--- config.mk ---
export PLATFORM = sky130hd
export DESIGN_NAME = rcte_ctrl
export DESIGN_NICKNAME = d
export VERILOG_FILES = /design/src/rtl/core/rcte_pkg.sv /design/src/rtl/core/rcte_ctrl.sv
export SDC_FILE = /design/constraint.sdc
export NUM_CORES = 1
export LEC_CHECK = 0
export BUFFER_PORTS_ARGS = -buffer_cell sky130_fd_sc_hd__buf_2
export CORE_AREA = 5 5 42 44
export CTS_CLUSTER_SIZE = 20
export DETAILED_ROUTE_END_ITERATION = 8
export DIE_AREA = 0 0 47 49
export PLACE_DENSITY = 0.77
export SYNTH_ARGS = -nofsm -noshare
export SYNTH_HDL_FRONTEND = slang
export SYNTH_SLANG_ARGS = --single-unit
--- constraint.sdc ---
create_clock -name clock -period 1.4 [get_ports clock]
set_input_delay 0.21 -clock clock [delete_from_list [all_inputs] [get_ports clock]]
set_output_delay 0.21 -clock clock [all_outputs]
set_load 0.01 [all_outputs]
--- src/rtl/core/rcte_pkg.sv ---
package rcte_pkg;

   typedef enum logic [1:0] {
      OP_CLEAR   = 2'd0,
      OP_ADD_REF = 2'd1,
      OP_CONFIG  = 2'd2,
      OP_LOOKUP  = 2'd3
   } rcte_op_type;

   typedef enum logic [2:0] {
      CSR_ADC   = 3'd0,
      CSR_IF0   = 3'd1,
      CSR_IF1   = 3'd2,
      CSR_IF2   = 3'd3,
      CSR_IF3   = 3'd4,
      CSR_CONV0 = 3'd5,
      CSR_CONV1 = 3'd6,
      CSR_CONV2 = 3'd7
   } rcte_csr_idx_type;

   typedef enum logic [3:0] {
      ST_CLEAR,
      ST_IDLE,
      ST_CALC,
      ST_REF_CHECK,
      ST_REF_LOAD,
      ST_REF_DIV,
      ST_REF_FILL,
      ST_LOOK_READ,
      ST_LOOK_SUM
   } rcte_state_type;

   typedef enum logic {
      RD_BIN,
      RD_LAST
   } rcte_rdsel_type;

   typedef struct packed {
      logic [15:0]       adc_offset;
      logic [3:0][15:0]  if_offset;
      logic [2:0][15:0]  conv_offset;
   } rcte_csr_type;

   localparam rcte_csr_type CSR_RESET = '{
      adc_offset:  16'h2600,
      if_offset:   {16'hDD00, 16'hE300, 16'hE800, 16'hEE00},
      conv_offset: {16'hF700, 16'h0000, 16'h0800}
   };

   typedef struct packed {
      logic           capture;
      logic           calc;
      logic           fig_we;
      logic           clr_start;
      logic           clr_step;
      logic           ref_write;
      rcte_rdsel_type rd_sel;
      logic           last_we;
      logic           div_init;
      logic           div_step;
      logic           fill_init;
      logic           fill_step;
      logic           out_load;
   } rcte_cmd_type;

   typedef struct packed {
      rcte_op_type op;
      logic        bin_zero;
      logic        bin_gt_last;
      logic        clr_done;
      logic        div_done;
      logic        fill_done;
      logic        out_free;
   } rcte_sts_type;

   // Division by 10 after rounding: (mhz + 5) >> 1, then times ceil(2^18 / 5).
   localparam logic [16:0] MHZ_ROUND = 17'd5;
   localparam logic [15:0] MHZ_RECIP = 16'd52429;
   localparam int          MHZ_SHIFT = 18;

   // Division by 1e7 after rounding: (hz + 5e6) >> 7, then times ceil(2^42 / 78125).
   localparam logic [32:0] HZ_ROUND  = 33'd5000000;
   localparam logic [25:0] HZ_RECIP  = 26'd56294996;
   localparam int          HZ_SHIFT  = 42;

   localparam int              DIV_STEPS = 16;
   localparam int              DIV_CNT_W = 5;
   localparam logic [DIV_CNT_W-1:0] DIV_LAST = DIV_CNT_W'(DIV_STEPS);

   localparam logic signed [18:0] SAT_MAX = 19'sd32767;
   localparam logic signed [18:0] SAT_MIN = -19'sd32768;

   function automatic logic signed [15:0] sat16(input logic signed [18:0] v);
      logic signed [15:0] r;
      if (v > SAT_MAX) begin
         r = 16'sh7FFF;
      end else if (v < SAT_MIN) begin
         r = 16'sh8000;
      end else begin
         r = v[15:0];
      end
      return r;
   endfunction

endpackage

--- src/rtl/core/rcte_ctrl.sv ---
module rcte_ctrl (
   input  logic                   clock,
   input  logic                   reset,
   input  logic                   req_valid,
   output logic                   req_ready,
   input  rcte_pkg::rcte_sts_type sts,
   output rcte_pkg::rcte_cmd_type cmd
);
   import rcte_pkg::*;

   rcte_state_type state_ff, state_in;

   always_ff @(posedge clock) begin
      if (reset) begin
         state_ff <= ST_CLEAR;
      end else begin
         state_ff <= state_in;
      end
   end

   always_comb begin
      state_in   = state_ff;
      cmd        = '0;
      cmd.rd_sel = RD_BIN;
      req_ready  = 1'b0;
      case (state_ff)
         ST_CLEAR: begin
            cmd.clr_step = 1'b1;
            if (sts.clr_done) begin
               state_in = ST_IDLE;
            end
         end
         ST_IDLE: begin
            req_ready   = 1'b1;
            cmd.capture = req_valid;
            if (req_valid) begin
               state_in = ST_CALC;
            end
         end
         ST_CALC: begin
            cmd.calc = 1'b1;
            case (sts.op)
               OP_CLEAR: begin
                  cmd.clr_start = 1'b1;
                  state_in      = ST_CLEAR;
               end
               OP_ADD_REF: state_in = ST_REF_CHECK;
               OP_CONFIG: begin
                  cmd.fig_we = 1'b1;
                  state_in   = ST_IDLE;
               end
               OP_LOOKUP: state_in = ST_LOOK_READ;
               default:   state_in = ST_IDLE;
            endcase
         end
         ST_REF_CHECK: begin
            // A reference at bin zero is dropped without writing the table or the last reference bin.
            if (sts.bin_zero) begin
               state_in = ST_IDLE;
            end else begin
               cmd.ref_write = 1'b1;
               cmd.rd_sel    = RD_LAST;
               if (sts.bin_gt_last) begin
                  state_in = ST_REF_LOAD;
               end else begin
                  cmd.last_we = 1'b1;
                  state_in    = ST_IDLE;
               end
            end
         end
         ST_REF_LOAD: begin
            cmd.div_init = 1'b1;
            state_in     = ST_REF_DIV;
         end
         ST_REF_DIV: begin
            if (sts.div_done) begin
               cmd.fill_init = 1'b1;
               state_in      = ST_REF_FILL;
            end else begin
               cmd.div_step = 1'b1;
            end
         end
         ST_REF_FILL: begin
            if (sts.fill_done) begin
               cmd.last_we = 1'b1;
               state_in    = ST_IDLE;
            end else begin
               cmd.fill_step = 1'b1;
            end
         end
         ST_LOOK_READ: begin
            state_in = ST_LOOK_SUM;
         end
         ST_LOOK_SUM: begin
            if (sts.out_free) begin
               cmd.out_load = 1'b1;
               state_in     = ST_IDLE;
            end
         end
         default: state_in = ST_IDLE;
      endcase
   end

endmodule

### Yosys cells after proc, flatten, opt, wreduce, memory -nomap -nowiden

Cells that the tools add are included.

| cells by class | value |
|---|---|
| eq/ne operators | 16 |
| reductions and logical operators | 3 |
| multiplexer cells | 28 |

Operators with widths:

| kind | count |
|---|---|
| 4-bit case mux with 9 select lines | 1 |
| 4-bit 2-to-1 mux | 6 |
| 4-bit by 3-bit equality test with 1-bit output, second input constant | 4 |
| 4-bit case mux with 4 select lines | 1 |
| 1-bit 2-to-1 mux | 14 |
| 2-bit != test, second input constant | 5 |
| 3-bit 2-to-1 mux | 3 |
| 4-bit by 2-bit equality test with 1-bit output, second input constant | 2 |
| 5-bit AND reduction | 1 |
| 2-bit equality test, second input constant | 2 |
| 4-bit by 1-bit equality test with 1-bit output, second input constant | 1 |
| 4-bit equality test, second input constant | 1 |
| 4-bit logical NOT | 1 |
| 2-bit 2-to-1 mux | 2 |
| 2-bit by 1-bit equality test with 1-bit output, second input constant | 1 |
| 2-bit logical NOT | 1 |
| 1-bit case mux with 2 select lines | 1 |

| storage, ports and cells | value |
|---|---|
| input bits | 11 |
| bits in registers | 4 |
| logic and storage cells | 48 |
| output and inout port bits | 14 |

### Longest topological paths before layout

| logic depth | value |
|---|---|
| word-level depth | 3 |
| gate-level depth with buffers | 6 |
| gate-level depth less buffers | 4 |

### Least setup slack after synthesis

OpenSTA, ideal clock, no wires.

| path | value |
|---|---|
| kind | flip-flop to output port |
| start | reg state_ff[1] |
| end | out cmd[7] (netlist name) |
| cell stages (with the launch flop) | 6 |
| arrival time | 1158 ps |
| required time | 1190 ps |
| path slack | 32 ps |
| path buffers | 3 |
| path through | dfxtp_1 buf_6 nand2b_2 buf_6 nor3_1 buf_4 |

RTL lines:

| what | RTL line | text |
|---|---|---|
| start: declaration | rcte_ctrl.sv:11 | `rcte_state_type state_ff, state_in;` |
| start signal: assignment | rcte_ctrl.sv:17 | `state_ff <= state_in;` |
| end: declaration | rcte_ctrl.sv:7 | `output rcte_pkg::rcte_cmd_type cmd` |

==> results.cfg <==
[status]
status = complete, but fails checks
violations = setup timing

[timing]
fin_crit_sh = 1.044
worst_slew_pin_slew_ns = 0.3708
clock.fmax_mhz = 684.5
skew_ns = 0.004160
setup_tns_ns = -0.1689
rsz0062_at_grt = true
finalSetupViolCount = 4
setup_ws_ns = -0.06096
whs_ns = 0.2064
hold_violations = 0
post-route-min-period_ns = 1.461
slew_headroom = 0.7496
slew_violations = 0

[min_path]
hold_end = state_ff[3]
min_from = reset
hold_path.class = in -> reg
whs_path_depth = 2

[layout]
antennaDiodeCount = 0
seq_area_sq_um = 90.09
area_growth_pct = 57.21
reg.largest.list = state_ff x4
regMostFlops = state_ff
multi_input_area_sq_um = 414.1
fillers = 134
final_util = 0.5643
drive_gt1_frac = 0.7021
largest_register_ffs = 4
nets = 107

[yosys]
syn_inst = 60
yosysUniqueCellTypes = 33
ys_warn_count = 0
seq_area_frac_synth = 0.1592
synth.most_common_cell = nor2_1
ys_top_cells_by_count = 6 x nor2_1, 4 x buf_6, 4 x dfxtp_1, 4 x nor3_1
synth_top_area_frac = 0.1592
ys.flop_type = dfxtp_1
async_flop_share = 0
synth-seq-cells = 4
syn-cell-area_sq_um = 503.0
synth_top_area_cell = dfxtp_1
synth-edff-count = 0
synth_nets = 71
syn_avg_cell_area_sq_um = 8.383
synth_top_cells_by_area = dfxtp_1 16%, buf_6 9.0%, mux2i_4 4.5%, nor2_1 4.5%, nor4_4 4.2%

[routing]
drt_wl_total_um = 1626
wl_met1_um = 649
wl_met2_um = 820
vias_per_cell = 5.455
wl_met3_um = 126
via_count = 600
wl_per_cell_um = 14.78
drt_iter0_markers = 5
highest_layer = met4
ant_nets = 0
first_pass_iters = 4
drc_errors = 0

[die]
core_sq_mm = 0.001401
start_util = 0.3589
die_h_um = 49
die_w_um = 47
rows = 14
die_area_sq_mm = 0.002303
ios = 25

[clock_tree]
clk_latency_ns = 0.24
htreeDepth = 1
hold_buffers = 0
clk_path_buf_depth = 2
cts.reportedPaths.clkPinSlew_ns = 0.04
tritoncts = yes
cts_buffers = 3
cts_root_buf = clkbuf_4
cts_sinks = 4

[worst_setup_path]
rr_worst_depth = 6
path_delay_family = simple AND/OR/NAND/NOR gates
critPathMaxStageDelay_ns = 0.35
critical_path_buf_inv_count = 1
slowest_stage = dfxtp_4
crit_path_cell_trace = or2_4 > nor4b_2 > buf_2
worstReg2RegEnd = state_ff[2]
path_class = reg -> out
cp-end-kind = output port
r2r_setup_slack_ns = 0.03
start_kind = register
reg2reg_from = state_ff[2]
path_max_fanout = 6
cp.required_ns = 1.19
cp.arrival_ns = 1.25

[power]
p_leak_uw = 0.0003655
powerDensity_mw_per_mm2 = 709.9
vdd_drop_max_mv = 0.3304
p_total_uw = 561.4

[global_route]
grt_usage = 0.1589
grt_start_max_net_pins = 8
grt_remaining_overflow = 0
grt_pass1_vias = 640
antenna_found_initial = 0
grt_pass1_wl_um = 2711

[place]
routabilityCongestion = 0.8480
pre_cts_ws_ns = 0.07097
dp.final_hpwl_um = 1221
port-buffer-count = 24

[job]
maxCapViolations = 0
[layer usage]
layer	vias up	global-route usage
met4	0	0.09677
li1	296	-
met2	23	0.2489
met5	-	0
met3	4	0.04059
met1	277	0.1838
[how the worst max path moves through the flow]
stage / startpoint / end / slack, ns / cells past startpoint
3_5_place_dp: state_ff[3] / cmd[10] / 0.07 / 3
6_report: state_ff[0] / cmd[10] / -0.06 / 3
4_1_cts: state_ff[0] / cmd[10] / -0.05 / 3
5_1_grt: state_ff[3] / cmd[5] / -0.13 / 3
3_3_place_gp: state_ff[1] / state_ff[0] / 0.06 / 4
2_1_floorplan: state_ff[1] / cmd[7] / 0.03 / 5
[layout by cell type, fill, tap and decap left out, types with 2 or more instances in the layout]
cell type / n
buf_2: 24
buf_4: 8
buf_6: 5
nor3_2: 4
nor2_1: 3
and3_1: 3
clkbuf_4: 3
inv_2: 2
nand2b_1: 2
nor2_2: 2
nand3b_1: 2
a21oi_1: 2
nand2_1: 2
o21ai_2: 2
a211oi_1: 2
dfxtp_4: 2
dfxtp_2: 2
[where the power goes]
part	switching [uW]	total (uW)	internal (uW)
Clock	55.3	152	96.4
Sequential	15.9	141	125
Combinational	145	268	124
[final cells by class]
type	count	share of cell area
Multi-Input combinational cell	48	0.5237
Timing Repair Buffer	37	0.2991
Sequential cell	4	0.1139
Clock buffer	3	0.02848
Tap cell	16	0.02532
Inverter	2	0.009494
[kinds of logic after synthesis]
family,Yosys count,synth area share
muxes,1,0.04477
and+or+nand+nor,34,0.4527
AOI/OAI and AO/OA,13,0.2090
buffers and inverters,8,0.1343
DFF,4,0.1592
[metrics by stage]
| stage | instance area [sq um] | cells |
|---|---|---|
| floorplan | 503.0 | 60 |
| global placement | 643.1 | 102 |
| detailed placement | 643.1 | 102 |
| CTS | 749.5 | 109 |
| global route | 790.8 | 110 |
| finish | 790.8 | 110 |
[timing repair]
action / CTS / global route
pin swaps: 5 / 3
gates resized for setup: 19 / 8
endpoints found under the setup margin: 13 / 13
setup buffers: 4 / 1
No activity file was read; power rests on OpenSTA's default activity.
