===== src/rtl/core/rcte_pkg.sv =====
package rcte_pkg;

   typedef enum logic [1:0] {
      OP_CLEAR   = 2'd0,
      OP_ADD_REF = 2'd1,
      OP_CONFIG  = 2'd2,
      OP_LOOKUP  = 2'd3
   } rcte_op_type;

   typedef enum logic [2:0] {
      CSR_ADC   = 3'd0,
      CSR_IF0   = 3'd1,
      CSR_IF1   = 3'd2,
      CSR_IF2   = 3'd3,
      CSR_IF3   = 3'd4,
      CSR_CONV0 = 3'd5,
      CSR_CONV1 = 3'd6,
      CSR_CONV2 = 3'd7
   } rcte_csr_idx_type;

   typedef enum logic [3:0] {
      ST_CLEAR,
      ST_IDLE,
      ST_CALC,
      ST_REF_CHECK,
      ST_REF_LOAD,
      ST_REF_DIV,
      ST_REF_FILL,
      ST_LOOK_READ,
      ST_LOOK_SUM
   } rcte_state_type;

   typedef enum logic {
      RD_BIN,
      RD_LAST
   } rcte_rdsel_type;

   typedef struct packed {
      logic [15:0]       adc_offset;
      logic [3:0][15:0]  if_offset;
      logic [2:0][15:0]  conv_offset;
   } rcte_csr_type;

   localparam rcte_csr_type CSR_RESET = '{
      adc_offset:  16'h2600,
      if_offset:   {16'hDD00, 16'hE300, 16'hE800, 16'hEE00},
      conv_offset: {16'hF700, 16'h0000, 16'h0800}
   };

   typedef struct packed {
      logic           capture;
      logic           calc;
      logic           fig_we;
      logic           clr_start;
      logic           clr_step;
      logic           ref_write;
      rcte_rdsel_type rd_sel;
      logic           last_we;
      logic           div_init;
      logic           div_step;
      logic           fill_init;
      logic           fill_step;
      logic           out_load;
   } rcte_cmd_type;

   typedef struct packed {
      rcte_op_type op;
      logic        bin_zero;
      logic        bin_gt_last;
      logic        clr_done;
      logic        div_done;
      logic        fill_done;
      logic        out_free;
   } rcte_sts_type;

   // Division by 10 after rounding: (mhz + 5) >> 1, then times ceil(2^18 / 5).
   localparam logic [16:0] MHZ_ROUND = 17'd5;
   localparam logic [15:0] MHZ_RECIP = 16'd52429;
   localparam int          MHZ_SHIFT = 18;

   // Division by 1e7 after rounding: (hz + 5e6) >> 7, then times ceil(2^42 / 78125).
   localparam logic [32:0] HZ_ROUND  = 33'd5000000;
   localparam logic [25:0] HZ_RECIP  = 26'd56294996;
   localparam int          HZ_SHIFT  = 42;

   localparam int              DIV_STEPS = 16;
   localparam int              DIV_CNT_W = 5;
   localparam logic [DIV_CNT_W-1:0] DIV_LAST = DIV_CNT_W'(DIV_STEPS);

   localparam logic signed [18:0] SAT_MAX = 19'sd32767;
   localparam logic signed [18:0] SAT_MIN = -19'sd32768;

   function automatic logic signed [15:0] sat16(input logic signed [18:0] v);
      logic signed [15:0] r;
      if (v > SAT_MAX) begin
         r = 16'sh7FFF;
      end else if (v < SAT_MIN) begin
         r = 16'sh8000;
      end else begin
         r = v[15:0];
      end
      return r;
   endfunction

endpackage


===== src/rtl/core/rcte_regs.sv =====
module rcte_regs (
   input  logic                clock,
   input  logic                reset,
   input  logic                csr_we,
   input  logic [2:0]          csr_index,
   input  logic [15:0]         csr_wdata,
   output rcte_pkg::rcte_csr_type csr
);
   import rcte_pkg::*;

   rcte_csr_type csr_ff, csr_in;

   always_comb begin
      csr_in = csr_ff;
      if (csr_we) begin
         case (rcte_csr_idx_type'(csr_index))
            CSR_ADC:   csr_in.adc_offset     = csr_wdata;
            CSR_IF0:   csr_in.if_offset[0]   = csr_wdata;
            CSR_IF1:   csr_in.if_offset[1]   = csr_wdata;
            CSR_IF2:   csr_in.if_offset[2]   = csr_wdata;
            CSR_IF3:   csr_in.if_offset[3]   = csr_wdata;
            CSR_CONV0: csr_in.conv_offset[0] = csr_wdata;
            CSR_CONV1: csr_in.conv_offset[1] = csr_wdata;
            CSR_CONV2: csr_in.conv_offset[2] = csr_wdata;
            default:   csr_in = csr_ff;
         endcase
      end
   end

   always_ff @(posedge clock) begin
      if (reset) begin
         csr_ff <= CSR_RESET;
      end else begin
         csr_ff <= csr_in;
      end
   end

   assign csr = csr_ff;

endmodule


===== config.mk =====
export PLATFORM = sky130hd
export DESIGN_NAME = rcte_regs
export DESIGN_NICKNAME = d
export VERILOG_FILES = /design/src/rtl/core/rcte_pkg.sv /design/src/rtl/core/rcte_regs.sv
export SDC_FILE = /design/constraint.sdc
export NUM_CORES = 1
export LEC_CHECK = 0
export ABC_AREA = 1
export BUFFER_PORTS_ARGS = -buffer_cell sky130_fd_sc_hd__buf_2
export CAP_MARGIN = 0
export CORE_MARGIN = 10
export CORE_UTILIZATION = 30
export DETAILED_ROUTE_END_ITERATION = 8
export GPL_TIMING_DRIVEN = 0
export SYNTH_ARGS = -nofsm -noshare
export SYNTH_HDL_FRONTEND = slang
export SYNTH_SLANG_ARGS = --single-unit

===== constraint.sdc =====
create_clock -name clock -period 2.5 [get_ports clock]
set_input_delay 0.125 -clock clock [delete_from_list [all_inputs] [get_ports clock]]
set_output_delay 0.125 -clock clock [all_outputs]
set_load 0.05 [all_outputs]

# Word level (Yosys, flattened, before mapping)
# Index checks and enable logic that the tools add are counted.
# Widths: inputs -> output; s select.
[word_totals]
regBits = 128
output_inout_bits = 128
word_cells = 24
[op_classes]
eq_ne = 7
n_reduce_logical = 9
[ops]
columns = ["cell", "count"]
rows = [
  ["$reduce_and 2->1", 8],
  ["$eq 3x3->1 const B", 4],
  ["$eq 3x2->1 const B", 2],
  ["$eq 3x1->1 const B", 1],
  ["$logic_not 3->1", 1],
]

# Depth between registers and ports, before layout
# Gate-level depths: netlist of run 1.
[depth]
ltp_word = 2
depth_mapped = 7
ltp_nobuf = 5

# Least setup slack after synthesis of run 1
# OpenSTA, ideal clock, no wires.
[synth_path]
kind = "in2reg"
startpoint = "input reset"
endpoint = "register csr_ff, in the netlist csr[104]"
setup_time_ns = 0.130
arrival_time_ns = 0.811
required_time_ns = 2.370
slack_ns = 1.559
path_stages = 4
n_path_buf = 2
cell_sequence = "inv_1 -> clkbuf_1 -> clkbuf_1 -> nand3_1"
[synth_lines]
columns = ["element", "line_no", "rtl"]
rows = [
  ["from (decl)", "rcte_regs.sv:3", "input logic reset,"],
  ["to (signal assigned)", "rcte_regs.sv:34", "csr_ff <= csr_in;"],
  ["to (decl)", "rcte_regs.sv:11", "rcte_csr_type csr_ff, csr_in;"],
]
# No word-level cell between the ends.

# Worst setup path after layout of run 1
[layout_path]
startpoint = "register csr_ff, in the netlist csr[113]"
endpoint = "output csr[113] (netlist bit)"
[layout_lines]
columns = ["element", "line_no", "rtl"]
rows = [
  ["to (decl)", "rcte_regs.sv:7", "output rcte_pkg::rcte_csr_type csr"],
]
# No word-level cell between the ends.

==> results of run 1 <==
==> stage by stage <==
step,util,area (sq um),hold WS (ns)
after floorplan,-,4972,0.2382
after global placement,0.3653,5993,0.3724
after detailed placement,0.3653,5993,0.3863
after CTS,0.4038,6625,0.02857
after global routing,0.4038,6625,0.04853
final,0.4038,6625,0.03999
==> cell type report <==
type | instances | share of cell area
Sequential cell | 128 | 0.3868
Multi-Input combinational cell | 503 | 0.3190
Timing Repair Buffer | 153 | 0.1186
Clock buffer | 19 | 0.06837
Tap cell | 220 | 0.04155
Buffer | 40 | 0.03116
Clock inverter | 13 | 0.02096
Inverter | 24 | 0.01360
==> worst paths after layout <==
| kind | to | depth (start not counted) |
|---|---|---|
| max | csr[113] | 1 |
| min | csr[59]$_SDFFE_PP1P_ | 3 |
| max reg2reg | csr[11]$_SDFFE_PP1P_ | 2 |
| min reg2reg | csr[47]$_SDFFE_PP1P_ | 2 |
==> cell usage in the layout, fill, tap and decap left out <==
cell type,synthesis,layout
sky130_fd_sc_hd__clkinv_2,0,3
sky130_fd_sc_hd__clkbuf_1,6,6
sky130_fd_sc_hd__nand2_2,1,1
sky130_fd_sc_hd__buf_1,7,7
sky130_fd_sc_hd__inv_1,23,23
sky130_fd_sc_hd__bufinv_16,0,2
sky130_fd_sc_hd__nor2_4,8,8
sky130_fd_sc_hd__buf_2,18,167
sky130_fd_sc_hd__nor2_2,2,2
sky130_fd_sc_hd__dfxtp_1,128,128
sky130_fd_sc_hd__clkinv_4,0,3
sky130_fd_sc_hd__clkinv_1,1,1
sky130_fd_sc_hd__dlygate4sd3_1,0,4
sky130_fd_sc_hd__nand2_1,177,177
sky130_fd_sc_hd__clkinvlp_4,0,5
sky130_fd_sc_hd__clkbuf_8,0,2
sky130_fd_sc_hd__nand2_4,1,1
sky130_fd_sc_hd__nand3_1,119,119
sky130_fd_sc_hd__nor2_1,194,194
sky130_fd_sc_hd__clkbuf_16,0,17
sky130_fd_sc_hd__buf_4,9,9
sky130_fd_sc_hd__o21ai_0,1,1
==> cell usage after synthesis <==
master / n / area [sq um]
sky130_fd_sc_hd__nand2_4: 1 / 11.26
sky130_fd_sc_hd__inv_1: 23 / 86.33
sky130_fd_sc_hd__buf_2: 18 / 90.09
sky130_fd_sc_hd__nor2_2: 2 / 12.51
sky130_fd_sc_hd__clkinv_1: 1 / 3.750
sky130_fd_sc_hd__dfxtp_1: 128 / 2562
sky130_fd_sc_hd__nor2_1: 194 / 728.2
sky130_fd_sc_hd__o21ai_0: 1 / 5.000
sky130_fd_sc_hd__nor2_4: 8 / 90.09
sky130_fd_sc_hd__clkbuf_1: 6 / 22.52
sky130_fd_sc_hd__buf_4: 9 / 67.56
sky130_fd_sc_hd__nand2_2: 1 / 6.260
sky130_fd_sc_hd__buf_1: 7 / 26.28
sky130_fd_sc_hd__nand2_1: 177 / 664.4
sky130_fd_sc_hd__nand3_1: 119 / 595.6
==> power by group <==
part	internal, W	switching, W	leakage, nW	total, W
Combinational	0.000161	0.000551	1.92	0.000713
Clock	0.00152	0.000943	0.277	0.00246
Sequential	0.00211	0.0000329	1.04	0.00215
==> logic make-up (layout without fill, tap and decap cells) <==
family / Yosys count / count (layout)
AND/OR/NAND/NOR: 502 / 502
flip-flops: 128 / 128
buffers and inverters: 64 / 249
AO/OA/AOI/OAI: 1 / 1
==> layer usage <==
metal | GRT usage | routed length [um]
met1 | 0.2028 | 7983
met2 | 0.2549 | 8194
met3 | 0.06735 | 1593
met4 | 0.04269 | 182
met5 | 0 | 0
==> what timing repair did <==
item,4_1_cts,5_1_grt
hold buffers,4,0
gates resized for setup,0,0
buffers inserted,0,0
endpoints found under the setup margin,0,0
endpoints found under the hold margin,10,0
==> flow_metrics.tcl, run 1 <==
set metrics [dict create \
    clockRootBuffer "sky130_fd_sc_hd__clkbuf_16" \
    synthAdderAreaFrac 0 \
    path_delay_family "flip-flops" \
    cp_num_buf_inv 1 \
    first_global_vias 4639 \
    placement.setup.worst_slack_ns 1.032 \
    port-buffer-count 149 \
    synth_xor_area_frac 0 \
    synth.mux.area_fraction 0 \
    final-max-slew-violation-count 0 \
    final_min_period_over_clock_period 0.4736 \
    clock_tree.htree_level_count 4 \
    clock.fmax_mhz 844.5 \
    crit_path_cell_trace "buf_2" \
    timing.clock.skew_ns 0 \
    fp.dieArea_sq_um 22120 \
    drtAntennaViolNets 0 \
    drt_total_wl_um 17950 \
    multi_input_area_sq_um 2113 \
    grt_first_pass_wirelength_um 27190 \
    synth_cell_types 15 \
    path_max_fanout 2 \
    hold_violations 0 \
    dp_hpwl_um 13270 \
    syn-mean-instance-area_sq_um 7.154 \
    fin_total_pwr_w 0.005317 \
    worstHoldPathType "input pin to flip-flop" \
    cts_buffer_depth 2 \
    setup_viol_count_final 0 \
    finalWeightedCongestion 0.7798 \
    grt.overflow.total 0 \
    design.core.area_sq_um 16410 \
    detailedRoute.firstPassIterationCount 5 \
    floorplan.die.height_um 148.7 \
    dr.first_iter.drc_count 299 \
    largest_net_degree_at_the_start_of_global_routing 17 \
    rsz0062_at_grt "false" \
    cts.clk_slew.worst_paths_ns 0.06 \
    core.rowCount 47 \
    power_leakage_nw 3.234 \
    setup_slack_ns 1.316 \
    setup.worst_path.start_class "flip-flop" \
    relSlewSlack 0.6081 \
    num_vias 4899 \
    status "finished clean" \
    min_period_ns 1.184 \
    grt_util_all_layers 0.1628 \
    hold_path_startpoint "csr_wdata[11]" \
    postSynthCellCount 695 \
    clkSinkCount 128 \
    top_level_ports 150 \
    timing.critical_path.from "csr[113]$_SDFFE_PP0P_" \
    worst_setup_ep_type "primary output" \
    finalNetCount 889 \
    yosys_warnings 0 \
    drive_gt1_frac 0.2500 \
    reg2reg_slack_ns 1.89 \
    filler_cell_count 1753 \
    drcViolationCount 0 \
    synth_top_family_by_area "simple AND/OR/NAND/NOR gates" \
    criticalPathCategory "flip-flop to primary output" \
    tritoncts "built" \
    arrival_ns 1.06 \
    regArea_sq_um 2562 \
    netlist_area_sq_um 4972 \
    largest_register_ff_count 128 \
    clkLatencyLatePin_ns 0.42 \
    post_layout_nonfiller_instances 1100 \
    critPathSlowestCell "sky130_fd_sc_hd__dfxtp_1" \
    timing_worst_slew_pin_value_ns 0.5872 \
    delay_of_the_slowest_critical_path_stage_ns 0.36 \
    drt-wirelength-per-cell_um 16.32 \
    areaGrowthSynthToFinish_pct 33.24 \
    syn_nets 717 \
    max_cap_violations 0 \
    setup-tns-final_ns 0 \
    num_antenna_cells 0 \
    clock_buffers_created_by_tritoncts 17 \
    max-vdd-ir-drop_v 0.0004805 \
    synth_simple_gate_area_frac 0.4240 \
    vias_per_cell 4.454 \
    synth.ff_latch_count 128 \
    worstReg2RegStart "csr[11]$_SDFFE_PP1P_" \
    grt_antenna_before_repair 0 \
    dp.cells 1064 \
    power_density_normalized_to_cell_area_nw_per_um2 802.6 \
    worstPathRequired_ns 2.38 \
    die_width_um 148.7 \
    synth_compound_area_frac 0.001007 \
    ys_seq_area_frac 0.5153 \
    starting_utilization_of_the_core_area 0.3031 \
]
Power figures use the tool's default switching activity.
==> inputs of run 2 (changes only) <==
--- a/config.mk
+++ b/config.mk
@@ -5,7 +5,7 @@
 export SDC_FILE = /design/constraint.sdc
 export NUM_CORES = 1
 export LEC_CHECK = 0
-export ABC_AREA = 1
+export ABC_AREA = 0
 export BUFFER_PORTS_ARGS = -buffer_cell sky130_fd_sc_hd__buf_2
 export CAP_MARGIN = 0
 export CORE_MARGIN = 10
==> constraint.sdc (replaced) <==
create_clock -name clock -period 1.15 [get_ports clock]
set_input_delay 0.0575 -clock clock [delete_from_list [all_inputs] [get_ports clock]]
set_output_delay 0.0575 -clock clock [all_outputs]
set_load 0.05 [all_outputs]
==> run 2 against run 1 <==
Design area is 1.5% higher; critical path depth stayed put; highest routed layer is now met5; combinational power is 46% higher; die area is 0.85% higher; first-iteration DRC count is 67% lower; largest cell class unchanged.
==> flow_metrics.tcl, run 2 <==
set metrics [dict create \
    status "finished clean" \
    syn_nets 483 \
    fp.dieArea_sq_um 22310 \
    cts_buffer_depth 2 \
    rsz0062_at_grt "true" \
    comb_power_share 0.094 \
    sw_frac_of_total 0.2385 \
    areaGrowthSynthToFinish_pct 33.99 \
    clock_tree.htree_level_count 4 \
    drt-wirelength-per-cell_um 18.45 \
    timing_worst_slew_pin_value_ns 0.6719 \
    layout.cells.most_common "sky130_fd_sc_hd__buf_2" \
    largest_register_ff_count 128 \
    crit_cells 1 \
    power_density_normalized_to_cell_area_nw_per_um2 1643 \
    synth_top_area_frac 0.5103 \
    max-vdd-ir-drop_v 0.001001 \
    netSwitchingPower_w 0.002636 \
    clock_buffers_created_by_tritoncts 17 \
    criticalPathCategory "flip-flop to primary output" \
    setup.worst_path.start_class "flip-flop" \
    drt_total_wl_um 16000 \
    detailedRoute.firstPassIterationCount 4 \
    clock.fmax_mhz 896.6 \
    arrival_ns 1.06 \
    core.rowCount 47 \
    max_cap_violations 0 \
    number_of_synthesized_flops_with_an_enable_pin 0 \
    worst_setup_ep_type "primary output" \
    synth_cell_types 16 \
    post_cts.repair.setup_buffers 0 \
    port-buffer-count 149 \
    syn-mean-instance-area_sq_um 10.89 \
    largest_net_degree_at_the_start_of_global_routing 17 \
    layout.cells.most_common_list "sky130_fd_sc_hd__buf_2, sky130_fd_sc_hd__mux2i_1, sky130_fd_sc_hd__dfxtp_1" \
    finalWeightedCongestion 0.7843 \
    relSlewSlack 0.5460 \
    cp_num_buf_inv 1 \
    finalNetCount 657 \
    first_global_vias 4208 \
    setup_viol_count_final 0 \
    power_leakage_nw 3.445 \
    crit_path_cell_trace "buf_2" \
    path_max_fanout 2 \
    critPathSlowestCell "sky130_fd_sc_hd__dfxtp_1" \
    starting_utilization_of_the_core_area 0.3049 \
    drcViolationCount 0 \
    synth.ff_latch_count 128 \
    hold_violations 0 \
    tritoncts "built" \
    num_antenna_cells 0 \
    cts.clk_slew.worst_paths_ns 0.05 \
    netlist_area_sq_um 5021 \
    path_delay_family "flip-flops" \
    postSynthCellCount 461 \
    design.core.area_sq_um 16470 \
    clockRootBuffer "sky130_fd_sc_hd__clkbuf_16" \
    worstPathRequired_ns 1.09 \
    timing.hold.worst_path_depth 3 \
    synthTopCellsByCount "sky130_fd_sc_hd__dfxtp_1, sky130_fd_sc_hd__mux2i_1, sky130_fd_sc_hd__nand2b_1" \
    final-max-slew-violation-count 0 \
    worstHoldPathType "input pin to flip-flop" \
    drive_gt1_frac 0.3122 \
    grt_first_pass_wirelength_um 24720 \
    yosys_warnings 0 \
    delay_of_the_slowest_critical_path_stage_ns 0.36 \
    timing.clock.skew_ns 0 \
    grt_antenna_before_repair 1 \
    ys_seq_area_frac 0.5103 \
    final_min_period_over_clock_period 0.9699 \
    grt_util_all_layers 0.1462 \
    async_flop_share 0 \
    synthTopCellsByArea "sky130_fd_sc_hd__dfxtp_1, sky130_fd_sc_hd__mux2i_1, sky130_fd_sc_hd__nand2b_1, sky130_fd_sc_hd__nor2_1, sky130_fd_sc_hd__buf_2" \
    drtAntennaViolNets 0 \
    dp_hpwl_um 12260 \
    num_vias 3820 \
    dr.first_iter.drc_count 99 \
    seqPwrFrac 0.415 \
    synth-main-ff-cell "sky130_fd_sc_hd__dfxtp_1" \
    clkPwrFrac 0.490 \
    vias_per_cell 4.406 \
    clkSinkCount 128 \
    timing.reg2reg.worst_path_depth 2 \
    die_width_um 149.4 \
    synth_largest_area_cell "sky130_fd_sc_hd__dfxtp_1" \
    floorplan.die.height_um 149.4 \
    share_of_the_core_filled_with_cells 0.4086 \
    fin_total_pwr_w 0.01105 \
    clkLatencyLatePin_ns 0.41 \
    top_level_ports 150 \
    grt.overflow.total 0 \
    min_period_ns 1.115 \
    power_report.internal_total_w 0.008416 \
]
## run 2: changes by cell type after synthesis, moves of 9 or more
cell,delta
sky130_fd_sc_hd__clkbuf_1,+9
sky130_fd_sc_hd__inv_1,-23
sky130_fd_sc_hd__mux2i_1,+128
sky130_fd_sc_hd__nand2_1,-177
sky130_fd_sc_hd__nand2b_1,+112
sky130_fd_sc_hd__nand3_1,-119
sky130_fd_sc_hd__nor2_1,-154
## run 2: final timing paths
| kind | startpoint | end | slack [ns] |
|---|---|---|---|
| min | csr_wdata[14] | csr[46]$_SDFFE_PP1P_ | 0.02 |
| max | csr[29]$_SDFFE_PP0P_ | csr[29] | 0.03 |
| min reg2reg | csr[55]$_SDFFE_PP0P_ | csr[55]$_SDFFE_PP0P_ | 0.47 |
| max reg2reg | csr[29]$_SDFFE_PP0P_ | csr[29]$_SDFFE_PP0P_ | 0.49 |
## run 2: routing by layer
metal	share of wire	global-route usage
met5	0.00081	0
met4	0.015	0.05643
met3	0.064	0.05340
met2	0.49	0.2396
met1	0.43	0.1702
## run 2: timing repair
item                                   CTS  global route
setup endpoints to repair               10            25
hold buffers                             6             0
endpoints found under the hold margin   15             0
gates resized for setup                  2            14
## run 2: cells by family after synthesis
| logic type | after synthesis | synth area share |
|---|---|---|
| simple gates | 163 | 0.1916 |
| flops | 128 | 0.5103 |
| buf+inv | 42 | 0.04286 |
| mux | 128 | 0.2552 |
## run 2: power by group through the flow
stage                     Combinational [W]  Clock [W]  Sequential [W]
after floorplan                    0.000376          0         0.00502
after global placement              0.00102          0         0.00468
after detailed placement            0.00104          0         0.00468
after CTS                           0.00106    0.00556         0.00459
after global routing                0.00111    0.00575         0.00460
final                               0.00104    0.00542         0.00459
## run 2: layout make-up
class	count	area, sq um
fillers	1648	9738
flip-flops and latches	128	2562
multi-input cells	291	2252
repair buffers	155	818.3
clock buffers	25	485.5
well taps	220	275.3
plain buffers	42	229.0
clock inverters	6	105.1
## run 2: through the flow
step | instance area (sq um) | std cells | TNS [ns] | hold WS (ns) | setup WS, ns
4_1_cts | 6700 | 867 | 0 | 0.01091 | 0.004926
3_5_place_dp | 6046 | 830 | -34.42 | 0.3730 | -0.5432
2_1_floorplan | 5025 | 461 | -0.1627 | 0.2288 | -0.02053
6_report | 6728 | 867 | 0 | 0.02442 | 0.03467
3_3_place_gp | 6046 | 830 | -30.73 | 0.3613 | -0.4833
5_1_grt | 6728 | 867 | -0.003309 | 0.02295 | -0.002633
==> inputs of run 3 (changes only) <==
--- a/config.mk
+++ b/config.mk
@@ -9,9 +9,10 @@
 export BUFFER_PORTS_ARGS = -buffer_cell sky130_fd_sc_hd__buf_2
 export CAP_MARGIN = 0
 export CORE_MARGIN = 10
-export CORE_UTILIZATION = 30
+export CORE_UTILIZATION = 45
 export DETAILED_ROUTE_END_ITERATION = 8
 export GPL_TIMING_DRIVEN = 0
+export PLACE_DENSITY = 0.71
 export SYNTH_ARGS = -nofsm -noshare
 export SYNTH_HDL_FRONTEND = slang
 export SYNTH_SLANG_ARGS = --single-unit
==> run 3 against run 2 <==
Worst hold slack gained 0.016 ns; highest routed layer is now met4; routed wire length shrank 5.1%; largest cell class unchanged; critical path type unchanged; non-clock buffer count rose by 2.
==> flow_metrics.tcl, run 3 (synthesis gave the netlist of run 2 again) <==
set metrics [dict create \
    status "finished clean" \
    die_width_um 125.6 \
    drt-wirelength-per-cell_um 19.19 \
    starting_utilization_of_the_core_area 0.4612 \
    worstPathRequired_ns 1.09 \
    relSlewSlack 0.4256 \
    first_global_vias 4144 \
    vias_per_cell 4.968 \
    finalNetCount 659 \
    path_max_fanout 2 \
    clkPwrFrac 0.491 \
    port-buffer-count 149 \
    arrival_ns 1.08 \
    placement.setup.worst_slack_ns -0.4457 \
    power_density_normalized_to_cell_area_nw_per_um2 1547 \
    crit_path_cell_trace "buf_6" \
    final_min_period_over_clock_period 0.9869 \
    detailedRoute.firstPassIterationCount 4 \
    critPathSlowestCell "sky130_fd_sc_hd__dfxtp_1" \
    dp_hpwl_um 10850 \
    netSwitchingPower_w 0.002698 \
    clock_tree.htree_level_count 4 \
    drive_gt1_frac 0.3462 \
    fp.dieArea_sq_um 15780 \
    path_delay_family "flip-flops" \
    cp_num_buf_inv 1 \
    criticalPathCategory "flip-flop to primary output" \
    floorplan.die.height_um 125.6 \
    worstHoldPathType "input pin to flip-flop" \
    clkSinkCount 128 \
    delay_of_the_slowest_critical_path_stage_ns 0.38 \
    post_cts.repair.setup_buffers 0 \
    tritoncts "built" \
    clock_buffers_created_by_tritoncts 17 \
    comb_power_share 0.100 \
    dr.first_iter.drc_count 204 \
    cts.clk_slew.worst_paths_ns 0.06 \
    max_cap_violations 0 \
    fin_total_pwr_w 0.01128 \
    power_leakage_nw 3.583 \
    areaGrowthSynthToFinish_pct 45.20 \
    timing.hold.ws_ns 0.04021 \
    hold_violations 0 \
    drt_total_wl_um 15180 \
    seqPwrFrac 0.409 \
    timing.clock.skew_ns 0 \
    largest_net_degree_at_the_start_of_global_routing 17 \
    clkLatencyLatePin_ns 0.51 \
    clock.fmax_mhz 881.1 \
    largest_register_ff_count 128 \
    max-vdd-ir-drop_v 0.0006903 \
    finalWeightedCongestion 0.7834 \
    clockRootBuffer "sky130_fd_sc_hd__clkbuf_8" \
    grt.overflow.total 0 \
    top_level_ports 150 \
    grt_util_all_layers 0.1838 \
    num_vias 3930 \
    drcViolationCount 0 \
    final-max-slew-violation-count 0 \
    grt_first_pass_wirelength_um 22980 \
    design.core.area_sq_um 10890 \
    core.rowCount 38 \
    timing_worst_slew_pin_value_ns 0.8500 \
    power_report.internal_total_w 0.008579 \
    min_period_ns 1.135 \
    worst_setup_ep_type "primary output" \
    setup_viol_count_final 0 \
    grt_antenna_before_repair 1 \
    sw_frac_of_total 0.2393 \
    setup.worst_path.start_class "flip-flop" \
    cts_buffer_depth 2 \
    layout.cells.most_common_list "sky130_fd_sc_hd__mux2i_1, sky130_fd_sc_hd__nand2b_1, sky130_fd_sc_hd__dfxtp_1" \
    drtAntennaViolNets 0 \
    layout.cells.most_common "sky130_fd_sc_hd__mux2i_1" \
    setup_slack_ns 0.01508 \
]
==> run 3: cell types whose count changed in the layout (fill, tap and decap cells not counted), moves of 7 or more <==
cell	delta
sky130_fd_sc_hd__buf_4	+49
sky130_fd_sc_hd__dfxtp_2	+24
sky130_fd_sc_hd__buf_2	-121
sky130_fd_sc_hd__dfxtp_1	-24
sky130_fd_sc_hd__buf_6	+79
sky130_fd_sc_hd__clkbuf_4	-7
==> run 3: worst paths after layout <==
| path | cells past startpoint | end | slack (ns) | startpoint |
|---|---|---|---|---|
| setup / recovery | 1 | csr[93] | 0.02 | csr[93]$_SDFFE_PP1P_ |
| hold / removal | 4 | csr[117]$_SDFFE_PP0P_ | 0.04 | csr_index[1] |
| setup reg to reg | 2 | csr[93]$_SDFFE_PP1P_ | 0.43 | csr[93]$_SDFFE_PP1P_ |
| hold reg to reg | 2 | csr[54]$_SDFFE_PP0P_ | 0.47 | csr[54]$_SDFFE_PP0P_ |
==> run 3: area by class of cell <==
cell class / instances / area [sq um]
Timing Repair Buffer: 157 / 1443
Fill cell: 850 / 3597
Antenna cell: 1 / 2.502
Buffer: 42 / 220.2
Clock inverter: 10 / 158.9
Tap cell: 140 / 175.2
Sequential cell: 128 / 2592
Multi-Input combinational cell: 291 / 2246
Clock buffer: 22 / 452.9
==> run 3: timing repair <==
action,CTS,global route
setup endpoints to repair,128,79
hold buffers,8,0
resized for setup,150,84
hold endpoints to repair,51,0
==> run 3: power by group through the flow <==
| stage | registers [W] | clock network (W) | logic (W) |
|---|---|---|---|
| floorplan | 0.00502 | 0 | 0.000376 |
| global placement | 0.00468 | 0 | 0.000995 |
| detailed placement | 0.00468 | 0 | 0.00101 |
| CTS | 0.00460 | 0.00559 | 0.00110 |
| global route | 0.00462 | 0.00580 | 0.00119 |
| finish | 0.00461 | 0.00554 | 0.00113 |
==> run 3: layer usage <==
layer | global-route usage | share of wire | up-vias
met5 | 0 | 0 | -
met4 | 0.07520 | 0.020 | 0
met3 | 0.05914 | 0.054 | 26
met2 | 0.3076 | 0.50 | 109
met1 | 0.2124 | 0.42 | 1921
li1 | - | - | 1874
==> run 3: worst register-to-register path: cells and delay by family, from the launching register on <==
family           cells  cell delay, ns
DFF                  1            0.34
and+or+nand+nor      1            0.15
muxes                1            0.09
==> run 3: through the flow <==
stage          TNS (ns)  instance area [sq um]  cells  utilization
2_1_floorplan   -0.1627                   5025    461            -
6_report              0                   7291    791       0.6696
3_5_place_dp     -27.98                   5946    750       0.5461
3_3_place_gp     -24.03                   5946    750       0.5461
4_1_cts               0                   7038    790       0.6464
5_1_grt        -0.05036                   7291    791       0.6696
